--- config.mk ---
export PLATFORM = sky130hd
export DESIGN_NAME = joint_motion_safety_interlock_unit_flat
export DESIGN_NICKNAME = d
export VERILOG_FILES = /design/src/rtl/jmsi_pkg.sv /design/src/rtl/jmsi_if.sv /design/src/rtl/joint_motion_safety_interlock_unit.sv /design/src/rtl/jmsi_front.sv /design/src/rtl/jmsi_fifo.sv /design/src/rtl/jmsi_back.sv /design/src/flat_wrapper.sv
export SDC_FILE = /design/constraint.sdc
export NUM_CORES = 2
export LEC_CHECK = 0
export ABC_CLOCK_PERIOD_IN_PS = 8300
export BUFFER_PORTS_ARGS = -buffer_cell sky130_fd_sc_hd__clkbuf_2
export CELL_PAD_IN_SITES_DETAIL_PLACEMENT = 1
export CELL_PAD_IN_SITES_GLOBAL_PLACEMENT = 1
export CORE_AREA = 2 2 304 306
export CTS_BUF_LIST = sky130_fd_sc_hd__clkbuf_8
export CTS_CLUSTER_SIZE = 40
export DETAILED_ROUTE_END_ITERATION = 8
export DIE_AREA = 0 0 306 308
export PLACE_DENSITY_LB_ADDON = 0.1
export SKIP_CTS_REPAIR_TIMING = 1
export SLEW_MARGIN = 10
export SYNTH_ARGS = -nofsm -noshare
export SYNTH_HDL_FRONTEND = slang
export SYNTH_SLANG_ARGS = --single-unit
--- constraint.sdc ---
create_clock -name clk_i -period 8.3 [get_ports clk_i]
set_clock_uncertainty 0.05 [all_clocks]
set_input_delay 2.075 -clock clk_i [delete_from_list [all_inputs] [get_ports clk_i]]
set_output_delay 2.075 -clock clk_i [all_outputs]
set_load 0.02 [all_outputs]
--- src/rtl/jmsi_pkg.sv ---
package jmsi_pkg;

  // command codes
  localparam logic [2:0] CMD_INIT      = 3'd0;
  localparam logic [2:0] CMD_TARGET    = 3'd1;
  localparam logic [2:0] CMD_VELOCITY  = 3'd2;
  localparam logic [2:0] CMD_TORQUE    = 3'd3;
  localparam logic [2:0] CMD_ABANDON   = 3'd4;
  localparam logic [2:0] CMD_STOP      = 3'd5;
  localparam logic [2:0] CMD_TICK      = 3'd6;

  // limit switch codes
  localparam logic [1:0] SW_BOTTOM     = 2'd1;
  localparam logic [1:0] SW_TOP        = 2'd2;

  // drive actions
  localparam logic [1:0] ACT_NONE      = 2'd0;
  localparam logic [1:0] ACT_ZERO_VEL  = 2'd1;
  localparam logic [1:0] ACT_TORQUE    = 2'd2;

  // control modes
  localparam logic [1:0] MODE_NONE     = 2'd0;
  localparam logic [1:0] MODE_VELOCITY = 2'd1;
  localparam logic [1:0] MODE_TORQUE   = 2'd2;
  localparam logic [1:0] MODE_POSITION = 2'd3;

  // error codes
  localparam logic [1:0] ERR_OK        = 2'd0;
  localparam logic [1:0] ERR_NO_INIT   = 2'd1;
  localparam logic [1:0] ERR_BOUNDS    = 2'd2;
  localparam logic [1:0] ERR_POS_MODE  = 2'd3;

  // register indexes
  localparam logic [2:0] REG_MAX_POS   = 3'd0;
  localparam logic [2:0] REG_MIN_POS   = 3'd1;
  localparam logic [2:0] REG_BOT_POS   = 3'd2;
  localparam logic [2:0] REG_TOP_POS   = 3'd3;
  localparam logic [2:0] REG_BAND      = 3'd4;
  localparam logic [2:0] REG_VEL_LIM   = 3'd5;
  localparam logic [2:0] REG_TRQ_LIM   = 3'd6;
  localparam logic [2:0] REG_APPROACH  = 3'd7;

  localparam logic signed [32:0] LIMIT_MARGIN = 33'sd6554;

  typedef struct packed {
    logic signed [31:0] max_position;
    logic signed [31:0] min_position;
    logic signed [31:0] bottom_position;
    logic signed [31:0] top_position;
    logic [30:0]        setpoint_band;
    logic [30:0]        velocity_limit;
    logic [30:0]        torque_limit;
    logic [30:0]        approach_torque;
  } cfg_t;

  // classified command as it travels through the queue
  typedef struct packed {
    logic [2:0]         cmd;
    logic signed [31:0] arg;     // clamped setpoint, target, midpoint or snap position
    logic signed [31:0] lim_lo;  // tick: low stop bound
    logic signed [31:0] lim_hi;  // tick: high stop bound
    logic               flag;    // tick: snap estimate, target: within bounds
  } item_t;

  typedef struct packed {
    logic [1:0]         drive_action;
    logic signed [31:0] drive_torque;
    logic [1:0]         mode;
    logic [1:0]         error;
    logic signed [31:0] estimate;
    logic               ready_res;
  } res_t;

  function automatic logic signed [31:0] sat32(input logic signed [32:0] v);
    if (v[32] != v[31]) begin
      return v[32] ? 32'sh8000_0000 : 32'sh7FFF_FFFF;
    end
    return v[31:0];
  endfunction

  function automatic logic signed [31:0] clamp_sym(input logic signed [31:0] v,
                                                   input logic [30:0] bound);
    logic signed [31:0] b;
    b = signed'({1'b0, bound});
    if (v > b) return b;
    if (v < -b) return -b;
    return v;
  endfunction

endpackage

--- src/rtl/jmsi_if.sv ---
interface jmsi_cmd_if;
  import jmsi_pkg::*;
  logic               valid;
  logic               ready;
  logic [2:0]         command;
  logic signed [31:0] value;
  logic [1:0]         limit_switch;

  modport source (output valid, command, value, limit_switch, input ready);
  modport sink   (input valid, command, value, limit_switch, output ready);
endinterface

interface jmsi_res_if;
  import jmsi_pkg::*;
  logic               valid;
  logic               ready;
  logic [1:0]         drive_action;
  logic signed [31:0] drive_torque;
  logic [1:0]         mode;
  logic [1:0]         error;
  logic signed [31:0] estimate;
  logic               ready_res;

  modport source (output valid, drive_action, drive_torque, mode, error, estimate,
                  ready_res, input ready);
  modport sink   (input valid, drive_action, drive_torque, mode, error, estimate,
                  ready_res, output ready);
endinterface

--- src/rtl/joint_motion_safety_interlock_unit.sv ---
// channel   | dir | beat contents
// cmd_i     | in  | command, value, limit_switch
// res_o     | out | drive_action, drive_torque, mode, error, estimate, ready_res
// cfg port  | in  | cfg_we_i, cfg_idx_i, cfg_wdata_i (write only)
//
// one beat per cycle sustained while results are taken; a command's result is
// registered in the queue and then in the output register, which the execute
// stage writes as it pops; the execute stage carries the joint state from one beat
// to the next
// reset clears the queue, the joint state and the output valid flag and loads the
// register defaults
// a stalled result holds in the output register while the queue takes up to two
// more beats; with the queue full, ready drops until the result is taken
module joint_motion_safety_interlock_unit (
  input  logic               clk_i,
  input  logic               rst_ni,
  jmsi_cmd_if.sink           cmd_i,
  jmsi_res_if.source         res_o,
  input  logic               cfg_we_i,
  input  logic [2:0]         cfg_idx_i,
  input  logic [31:0]        cfg_wdata_i
);
  import jmsi_pkg::*;

  cfg_t  cfg_q;
  item_t front_item;
  item_t queue_item;
  res_t  res;
  logic  queue_full;
  logic  queue_empty;
  logic  queue_pop;
  logic  res_valid;

  // register file; the user must write it only while idle, the block does not enforce it
  always_ff @(posedge clk_i or negedge rst_ni) begin
    if (!rst_ni) begin
      cfg_q.max_position    <= 32'sd655360;
      cfg_q.min_position    <= -32'sd655360;
      cfg_q.bottom_position <= -32'sd655360;
      cfg_q.top_position    <= 32'sd655360;
      cfg_q.setpoint_band   <= 31'd6554;
      cfg_q.velocity_limit  <= 31'd65536;
      cfg_q.torque_limit    <= 31'd65536;
      cfg_q.approach_torque <= 31'd32768;
    end else if (cfg_we_i) begin
      case (cfg_idx_i)
        REG_MAX_POS:  cfg_q.max_position    <= cfg_wdata_i;
        REG_MIN_POS:  cfg_q.min_position    <= cfg_wdata_i;
        REG_BOT_POS:  cfg_q.bottom_position <= cfg_wdata_i;
        REG_TOP_POS:  cfg_q.top_position    <= cfg_wdata_i;
        REG_BAND:     cfg_q.setpoint_band   <= cfg_wdata_i[30:0];
        REG_VEL_LIM:  cfg_q.velocity_limit  <= cfg_wdata_i[30:0];
        REG_TRQ_LIM:  cfg_q.torque_limit    <= cfg_wdata_i[30:0];
        REG_APPROACH: cfg_q.approach_torque <= cfg_wdata_i[30:0];
        default:      cfg_q                 <= cfg_q;
      endcase
    end
  end

  // front end: decode, clamp and precompute bounds from the registers
  jmsi_front u_front (
    .cfg_i          (cfg_q),
    .command_i      (cmd_i.command),
    .value_i        (cmd_i.value),
    .limit_switch_i (cmd_i.limit_switch),
    .item_o         (front_item)
  );

  assign cmd_i.ready = !queue_full;

  // two-entry queue decouples intake from execution
  jmsi_fifo u_fifo (
    .clk_i       (clk_i),
    .rst_ni      (rst_ni),
    .push_i      (cmd_i.valid && !queue_full),
    .push_data_i (front_item),
    .full_o      (queue_full),
    .pop_i       (queue_pop),
    .pop_data_o  (queue_item),
    .empty_o     (queue_empty)
  );

  // back end: joint state, interlock checks and the result register
  jmsi_back u_back (
    .clk_i        (clk_i),
    .rst_ni       (rst_ni),
    .cfg_i        (cfg_q),
    .item_valid_i (!queue_empty),
    .item_i       (queue_item),
    .pop_o        (queue_pop),
    .res_valid_o  (res_valid),
    .res_ready_i  (res_o.ready),
    .res_o        (res)
  );

  assign res_o.valid        = res_valid;
  assign res_o.drive_action = res.drive_action;
  assign res_o.drive_torque = res.drive_torque;
  assign res_o.mode         = res.mode;
  assign res_o.error        = res.error;
  assign res_o.estimate     = res.estimate;
  assign res_o.ready_res    = res.ready_res;

endmodule

--- src/rtl/jmsi_front.sv ---
module jmsi_front (
  input  jmsi_pkg::cfg_t      cfg_i,
  input  logic [2:0]          command_i,
  input  logic signed [31:0]  value_i,
  input  logic [1:0]          limit_switch_i,
  output jmsi_pkg::item_t     item_o
);
  import jmsi_pkg::*;

  logic signed [32:0] mid_sum;

  assign mid_sum = {cfg_i.bottom_position[31], cfg_i.bottom_position}
                 + {cfg_i.top_position[31], cfg_i.top_position};

  always_comb begin
    item_o        = '0;
    item_o.cmd    = command_i;
    item_o.arg    = value_i;
    case (command_i)
      CMD_INIT: begin
        item_o.arg = mid_sum[32:1];  // floor of the midpoint
      end
      CMD_TARGET: begin
        item_o.flag   = (value_i <= cfg_i.max_position) &&
                        (value_i >= cfg_i.min_position);
      end
      CMD_VELOCITY: begin
        item_o.arg = clamp_sym(value_i, cfg_i.velocity_limit);
      end
      CMD_TORQUE, CMD_ABANDON: begin
        item_o.arg = clamp_sym(value_i, cfg_i.torque_limit);
      end
      CMD_TICK: begin
        item_o.flag   = (limit_switch_i == SW_BOTTOM) || (limit_switch_i == SW_TOP);
        item_o.arg    = (limit_switch_i == SW_BOTTOM) ? cfg_i.bottom_position
                                                      : cfg_i.top_position;
        item_o.lim_lo = sat32({cfg_i.min_position[31], cfg_i.min_position}
                              + LIMIT_MARGIN);
        item_o.lim_hi = sat32({cfg_i.max_position[31], cfg_i.max_position}
                              - LIMIT_MARGIN);
      end
      default: begin
        item_o.arg = value_i;
      end
    endcase
  end

endmodule

--- src/rtl/jmsi_fifo.sv ---
module jmsi_fifo (
  input  logic             clk_i,
  input  logic             rst_ni,
  input  logic             push_i,
  input  jmsi_pkg::item_t  push_data_i,
  output logic             full_o,
  input  logic             pop_i,
  output jmsi_pkg::item_t  pop_data_o,
  output logic             empty_o
);
  import jmsi_pkg::*;

  item_t      mem_q [2];
  logic       wr_ptr_q, wr_ptr_d;
  logic       rd_ptr_q, rd_ptr_d;
  logic [1:0] count_q, count_d;

  assign full_o     = (count_q == 2'd2);
  assign empty_o    = (count_q == 2'd0);
  assign pop_data_o = mem_q[rd_ptr_q];

  always_comb begin
    wr_ptr_d = wr_ptr_q ^ push_i;
    rd_ptr_d = rd_ptr_q ^ pop_i;
    count_d  = count_q + {1'b0, push_i} - {1'b0, pop_i};
  end

  always_ff @(posedge clk_i) begin
    if (push_i) begin
      mem_q[wr_ptr_q] <= push_data_i;
    end
  end

  always_ff @(posedge clk_i or negedge rst_ni) begin
    if (!rst_ni) begin
      wr_ptr_q <= 1'b0;
      rd_ptr_q <= 1'b0;
      count_q  <= 2'd0;
    end else begin
      wr_ptr_q <= wr_ptr_d;
      rd_ptr_q <= rd_ptr_d;
      count_q  <= count_d;
    end
  end

endmodule

--- src/rtl/jmsi_back.sv ---
module jmsi_back (
  input  logic             clk_i,
  input  logic             rst_ni,
  input  jmsi_pkg::cfg_t   cfg_i,
  input  logic             item_valid_i,
  input  jmsi_pkg::item_t  item_i,
  output logic             pop_o,
  output logic             res_valid_o,
  input  logic             res_ready_i,
  output jmsi_pkg::res_t   res_o
);
  import jmsi_pkg::*;

  logic               init_q, init_d;
  logic [1:0]         mode_q, mode_d;
  logic signed [31:0] vel_q, vel_d;
  logic signed [31:0] trq_q, trq_d;
  logic signed [31:0] est_q, est_d;
  logic signed [31:0] tgt_q, tgt_d;
  logic               out_vld_q, out_vld_d;
  res_t               out_q, out_d;

  logic signed [31:0] approach;
  logic signed [31:0] band_lo;
  logic signed [31:0] band_hi;
  logic               at_setpoint;
  logic [1:0]         tick_mode;
  logic [1:0]         act;
  logic [1:0]         err;

  assign approach    = signed'({1'b0, cfg_i.approach_torque});
  assign pop_o       = item_valid_i && (!out_vld_q || res_ready_i);
  assign res_valid_o = out_vld_q;
  assign res_o       = out_q;

  // band edges follow the current band setting around the stored target
  assign band_lo = sat32({tgt_q[31], tgt_q} - signed'({2'b00, cfg_i.setpoint_band}));
  assign band_hi = sat32({tgt_q[31], tgt_q} + signed'({2'b00, cfg_i.setpoint_band}));

  assign at_setpoint = (trq_q > 32'sd0) ? (est_q > band_lo) : (est_q < band_hi);

  always_comb begin
    init_d    = init_q;
    mode_d    = mode_q;
    vel_d     = vel_q;
    trq_d     = trq_q;
    est_d     = est_q;
    tgt_d     = tgt_q;
    act       = ACT_NONE;
    err       = ERR_OK;
    tick_mode = mode_q;

    if (!init_q && (item_i.cmd inside {CMD_TARGET, CMD_VELOCITY, CMD_TORQUE,
                                       CMD_ABANDON, CMD_TICK})) begin
      mode_d = MODE_NONE;
      act    = ACT_ZERO_VEL;
      err    = ERR_NO_INIT;
    end else begin
      case (item_i.cmd)
        CMD_INIT: begin
          est_d  = item_i.arg;
          init_d = 1'b1;
        end
        CMD_TARGET: begin
          if (!item_i.flag) begin
            tgt_d  = est_q;
            mode_d = MODE_NONE;
            act    = ACT_ZERO_VEL;
            err    = ERR_BOUNDS;
          end else begin
            tgt_d    = item_i.arg;
            trq_d    = (item_i.arg > est_q) ? approach : -approach;
            mode_d   = MODE_POSITION;
          end
        end
        CMD_VELOCITY: begin
          if (mode_q == MODE_POSITION) begin
            err = ERR_POS_MODE;
          end else begin
            vel_d  = item_i.arg;
            trq_d  = '0;
            mode_d = MODE_VELOCITY;
          end
        end
        CMD_TORQUE, CMD_ABANDON: begin
          if (item_i.cmd == CMD_TORQUE && mode_q == MODE_POSITION) begin
            err = ERR_POS_MODE;
          end else begin
            trq_d  = item_i.arg;
            vel_d  = '0;
            mode_d = MODE_TORQUE;
          end
        end
        CMD_STOP: begin
          mode_d = MODE_NONE;
          act    = ACT_ZERO_VEL;
        end
        CMD_TICK: begin
          if (mode_q == MODE_POSITION && at_setpoint) begin
            tick_mode = MODE_NONE;
          end
          if (item_i.flag) begin
            est_d = item_i.arg;
          end
          if (est_d <= item_i.lim_lo && (vel_q < 32'sd0 || trq_q < 32'sd0)) begin
            tick_mode = MODE_NONE;
          end else if (est_d >= item_i.lim_hi &&
                       (vel_q > 32'sd0 || trq_q > 32'sd0)) begin
            tick_mode = MODE_NONE;
          end
          mode_d = tick_mode;
          case (tick_mode)
            MODE_VELOCITY: act = ACT_NONE;
            MODE_NONE:     act = ACT_ZERO_VEL;
            default:       act = ACT_TORQUE;
          endcase
        end
        default: begin
          act = ACT_NONE;
        end
      endcase
    end

    out_d.drive_action = act;
    out_d.drive_torque = (act == ACT_TORQUE) ? trq_d : '0;
    out_d.mode         = mode_d;
    out_d.error        = err;
    out_d.estimate     = est_d;
    out_d.ready_res    = init_d;

    out_vld_d = pop_o ? 1'b1 : (res_ready_i ? 1'b0 : out_vld_q);
  end

  always_ff @(posedge clk_i or negedge rst_ni) begin
    if (!rst_ni) begin
      init_q    <= 1'b0;
      mode_q    <= MODE_NONE;
      vel_q     <= '0;
      trq_q     <= '0;
      est_q     <= '0;
      tgt_q     <= '0;
      out_vld_q <= 1'b0;
    end else begin
      out_vld_q <= out_vld_d;
      if (pop_o) begin
        init_q   <= init_d;
        mode_q   <= mode_d;
        vel_q    <= vel_d;
        trq_q    <= trq_d;
        est_q    <= est_d;
        tgt_q    <= tgt_d;
      end
    end
  end

  always_ff @(posedge clk_i) begin
    if (pop_o) begin
      out_q <= out_d;
    end
  end

endmodule

--- src/flat_wrapper.sv ---
// flat-port wrapper written by rule: the top's interface ports become plain ports
module joint_motion_safety_interlock_unit_flat import jmsi_pkg::*;
  (clk_i, rst_ni, cfg_we_i, cfg_idx_i, cfg_wdata_i, cmd_i_valid, cmd_i_command, cmd_i_value, cmd_i_limit_switch, cmd_i_ready, res_o_valid, res_o_drive_action, res_o_drive_torque, res_o_mode, res_o_error, res_o_estimate, res_o_ready_res, res_o_ready);
  jmsi_cmd_if cmd_i_i ();
  jmsi_res_if res_o_i ();
  input  logic clk_i;
  input  logic rst_ni;
  input  logic cfg_we_i;
  input  logic [2:0] cfg_idx_i;
  input  logic [31:0] cfg_wdata_i;
  input wire logic [$bits(cmd_i_i.valid)-1:0] cmd_i_valid;
  input wire logic [$bits(cmd_i_i.command)-1:0] cmd_i_command;
  input wire logic [$bits(cmd_i_i.value)-1:0] cmd_i_value;
  input wire logic [$bits(cmd_i_i.limit_switch)-1:0] cmd_i_limit_switch;
  output wire logic [$bits(cmd_i_i.ready)-1:0] cmd_i_ready;
  output wire logic [$bits(res_o_i.valid)-1:0] res_o_valid;
  output wire logic [$bits(res_o_i.drive_action)-1:0] res_o_drive_action;
  output wire logic [$bits(res_o_i.drive_torque)-1:0] res_o_drive_torque;
  output wire logic [$bits(res_o_i.mode)-1:0] res_o_mode;
  output wire logic [$bits(res_o_i.error)-1:0] res_o_error;
  output wire logic [$bits(res_o_i.estimate)-1:0] res_o_estimate;
  output wire logic [$bits(res_o_i.ready_res)-1:0] res_o_ready_res;
  input wire logic [$bits(res_o_i.ready)-1:0] res_o_ready;
  assign cmd_i_i.valid = cmd_i_valid;
  assign cmd_i_i.command = cmd_i_command;
  assign cmd_i_i.value = cmd_i_value;
  assign cmd_i_i.limit_switch = cmd_i_limit_switch;
  assign cmd_i_ready = cmd_i_i.ready;
  assign res_o_valid = res_o_i.valid;
  assign res_o_drive_action = res_o_i.drive_action;
  assign res_o_drive_torque = res_o_i.drive_torque;
  assign res_o_mode = res_o_i.mode;
  assign res_o_error = res_o_i.error;
  assign res_o_estimate = res_o_i.estimate;
  assign res_o_ready_res = res_o_i.ready_res;
  assign res_o_i.ready = res_o_ready;
  joint_motion_safety_interlock_unit u_core (.clk_i(clk_i), .rst_ni(rst_ni), .cmd_i(cmd_i_i), .res_o(res_o_i), .cfg_we_i(cfg_we_i), .cfg_idx_i(cfg_idx_i), .cfg_wdata_i(cfg_wdata_i));
endmodule
==> impl_metrics.json <==
{
  "synth_nets": 5181,
  "synth_area_leaders": "dfrtp_1, edfxtp_1, ha_1",
  "slew_violations": 0,
  "layout_commonest_cell": "ha_1",
  "cpMaxStageDelayCell": "nor2_2",
  "drive_above_1_share_pct": 15.3,
  "timing.final.crit_share_pct": 93.9,
  "synth_top_area_share_pct": 19.2,
  "clock_latency_ns": 0.81,
  "ys_seq_area_share_pct": 39.8,
  "globalplace.congestion": 0.955,
  "slew_headroom_pct": 21.8,
  "die_w_um": 306,
  "top_layer_used": "met5",
  "wl_um": 170000,
  "cts_root_buf": "clkbuf_8",
  "drcViolationCount": 0,
  "ys_types": 94,
  "synth_flop_cell": "dfrtp_1",
  "status": "finished, final reports clean",
  "drt-wirelength-per-cell_um": 28.0,
  "cts_buffer_depth": 3,
  "start_util_pct": 49.5,
  "setup_viol": 0,
  "finalHoldViolations": 0,
  "avgSynthCellArea_um2": 9.69,
  "crit_buf_inv": 3,
  "crit_required_ns": 8.87,
  "drtPass1Iterations": 5,
  "drt_iter0_markers": 3526,
  "maxCapViolCount": 0,
  "worst_pin_slew_ns": 1.16,
  "cts_tree": "done",
  "arrival_ns": 8.37,
  "syn_to_final_growth_pct": 10.2,
  "num_rows": 111,
  "final.min_clock_period_ns": 7.80,
  "core_um2": 91000,
  "async_flop_share_pct": 58.9,
  "wl_met1_um": 71200,
  "portBuffers": 149,
  "start_kind": "flop",
  "grt_start_max_net_pins": 160,
  "grt_usage_pct": 35.9,
  "grt-ovfl-total": 0,
  "die_area_um2": 94200,
  "synth_edf_count": 271,
  "crit_top_cell": "a21oi_1",
  "synth_area_um2": 45000,
  "p_leak_nw": 21.4,
  "clkTransAtPathRegs_ns": 0.06,
  "layout_common_cells": "ha_1, a21oi_1, nand2_1, dfrtp_1, inv_1",
  "grt_pass1_wl_um": 252000,
  "max_freq_mhz": 128,
  "powerDensity_nw_per_um2": 411,
  "clock_sinks": 659,
  "synth_warnings": 0,
  "peakVddDrop_uv": 242,
  "crit_fanout": 33,
  "hold_class": "reg -> reg",
  "drtAntennaViolNets": 0,
  "die_h_um": 308,
  "setup_tns_ns": 0,
  "vias_per_cell": 6.33,
  "antenna_found_initial": 16,
  "rsz0062_at_grt": "no",
  "vias": 38516,
  "grt_pass1_vias": 39577,
  "met3_length_um": 11000,
  "met2_length_um": 78100,
  "worstSetupEndpointType": "flop",
  "cpLargestDelayFamily": "compound AO/OA/AOI/OAI gates",
  "cts_made_buffers": 116,
  "setup.worst_path.class": "reg -> reg",
  "synth_cells": 4645,
  "hpwlAfterDp_um": 125000,
  "h-tree-depth": 3,
  "ys_ff_latch": 659,
  "cpPeakStageDelay_ns": 0.59,
  "io_pins": 150,
  "synth_top_area_cell": "dfrtp_1",
  "p_total_mw": 20.4,
  "layout.nets": 5328
}
-- final timing paths --
path	startpoint	end	cells past startpoint	slack, ns
setup / recovery	u_core.cfg_q[94]	u_core.u_back.res_o[56]	28	0.50
min in group asynchronous	rst_ni	u_core.u_back.trq_q[22]	1	1.21
hold / removal	u_core.u_back.vel_q[5]	u_core.u_back.vel_q[5]	2	0.43
setup reg to reg	u_core.cfg_q[94]	u_core.u_back.res_o[56]	28	0.50
hold reg to reg	u_core.u_back.vel_q[5]	u_core.u_back.vel_q[5]	2	0.43
max in group asynchronous	rst_ni	u_core.cfg_q[87]	2	5.54
-- stage by stage --
stage	setup slack (ns)	util, %	hold slack (ns)	instances	cell area [µm²]
global placement	0.864	51.9	0.411	5860	47200
CTS	0.605	54.6	0.434	6081	49600
detailed placement	0.698	51.9	0.421	5860	47200
floorplan	1.74	-	0.399	4645	45000
finish	0.503	54.6	0.430	6087	49600
global route	0.0939	54.6	0.451	6082	49600
-- layer usage --
layer / GRT usage [%] / up-vias
li1: - / 17323
met1: 46.5 / 19400
met2: 58.3 / 1407
met3: 5.15 / 382
met4: 19.3 / 4
met5: 0 / -
-- cells by family after synthesis --
family	share of synthesized area, %
flip-flops	39.8
AND/OR/NAND/NOR	13.0
XOR/XNOR	4.05
multiplexers	9.35
AO/OA/AOI/OAI	16.6
buffers and inverters	4.45
adder cells (fa/ha/maj)	12.8
-- worst reg2reg max path: cells and delay by family (launching register included) --
family                   cells  cell delay, ns
AO/OA/AOI/OAI               15            3.57
XOR/XNOR                     2            0.33
adder cells (fa/ha/maj)      3            1.11
buffers and inverters        3            0.33
flip-flops                   1            0.56
AND/OR/NAND/NOR              5            1.67
-- flip-flops by register name (all words and copies together) (netlist names) --
name                       flops
u_core.u_fifo.rd_ptr_q         1
u_core.u_back.init_q           1
u_core.u_back.vel_q           32
u_core.cfg_q                 252
u_core.u_back.est_q           32
u_core.u_back.mode_q           2
u_core.u_fifo.mem_q          200
u_core.u_back.trq_q           32
u_core.u_back.res_o           71
u_core.u_back.tgt_q           32
u_core.u_fifo.wr_ptr_q         1
u_core.u_fifo.count_q          2
u_core.u_back.res_valid_o      1
-- cells in the mapped netlist (48+ instances only) --
| library cell | count |
|---|---|
| a21o_1 | 68 |
| mux2_2 | 237 |
| mux2i_1 | 154 |
| edfxtp_1 | 271 |
| dfrtp_1 | 346 |
| nor2_1 | 326 |
| xnor2_1 | 164 |
| ha_1 | 456 |
| nor2b_1 | 48 |
| nand3_1 | 86 |
| nand2_1 | 345 |
| inv_1 | 301 |
| nand4_1 | 69 |
| o21ai_0 | 311 |
| a21oi_1 | 387 |
| o211ai_1 | 52 |
| nor3_1 | 98 |
| clkbuf_1 | 171 |
-- area by class of cell --
| cell class | count | area, µm² |
|---|---|---|
| Fill cell | 10318 | 41300 |
| Multi-Input combinational cell | 3473 | 25300 |
| Sequential cell | 659 | 17900 |
| Clock buffer | 134 | 1840 |
| Tap cell | 1186 | 1480 |
| Timing Repair Buffer | 239 | 1440 |
| Inverter | 303 | 1140 |
| Clock inverter | 87 | 549 |
| Antenna cell | 6 | 15.0 |
-- power breakdown --
part / internal (mW) / switching, mW / leakage [nW]
combinational: 4.43 / 7.38 / 12.8
sequential: 4.55 / 0.905 / 7.23
clock: 1.62 / 1.52 / 1.39
total: 10.6 / 9.80 / 21.4
Note: power is estimated with default switching activity, not from simulation.
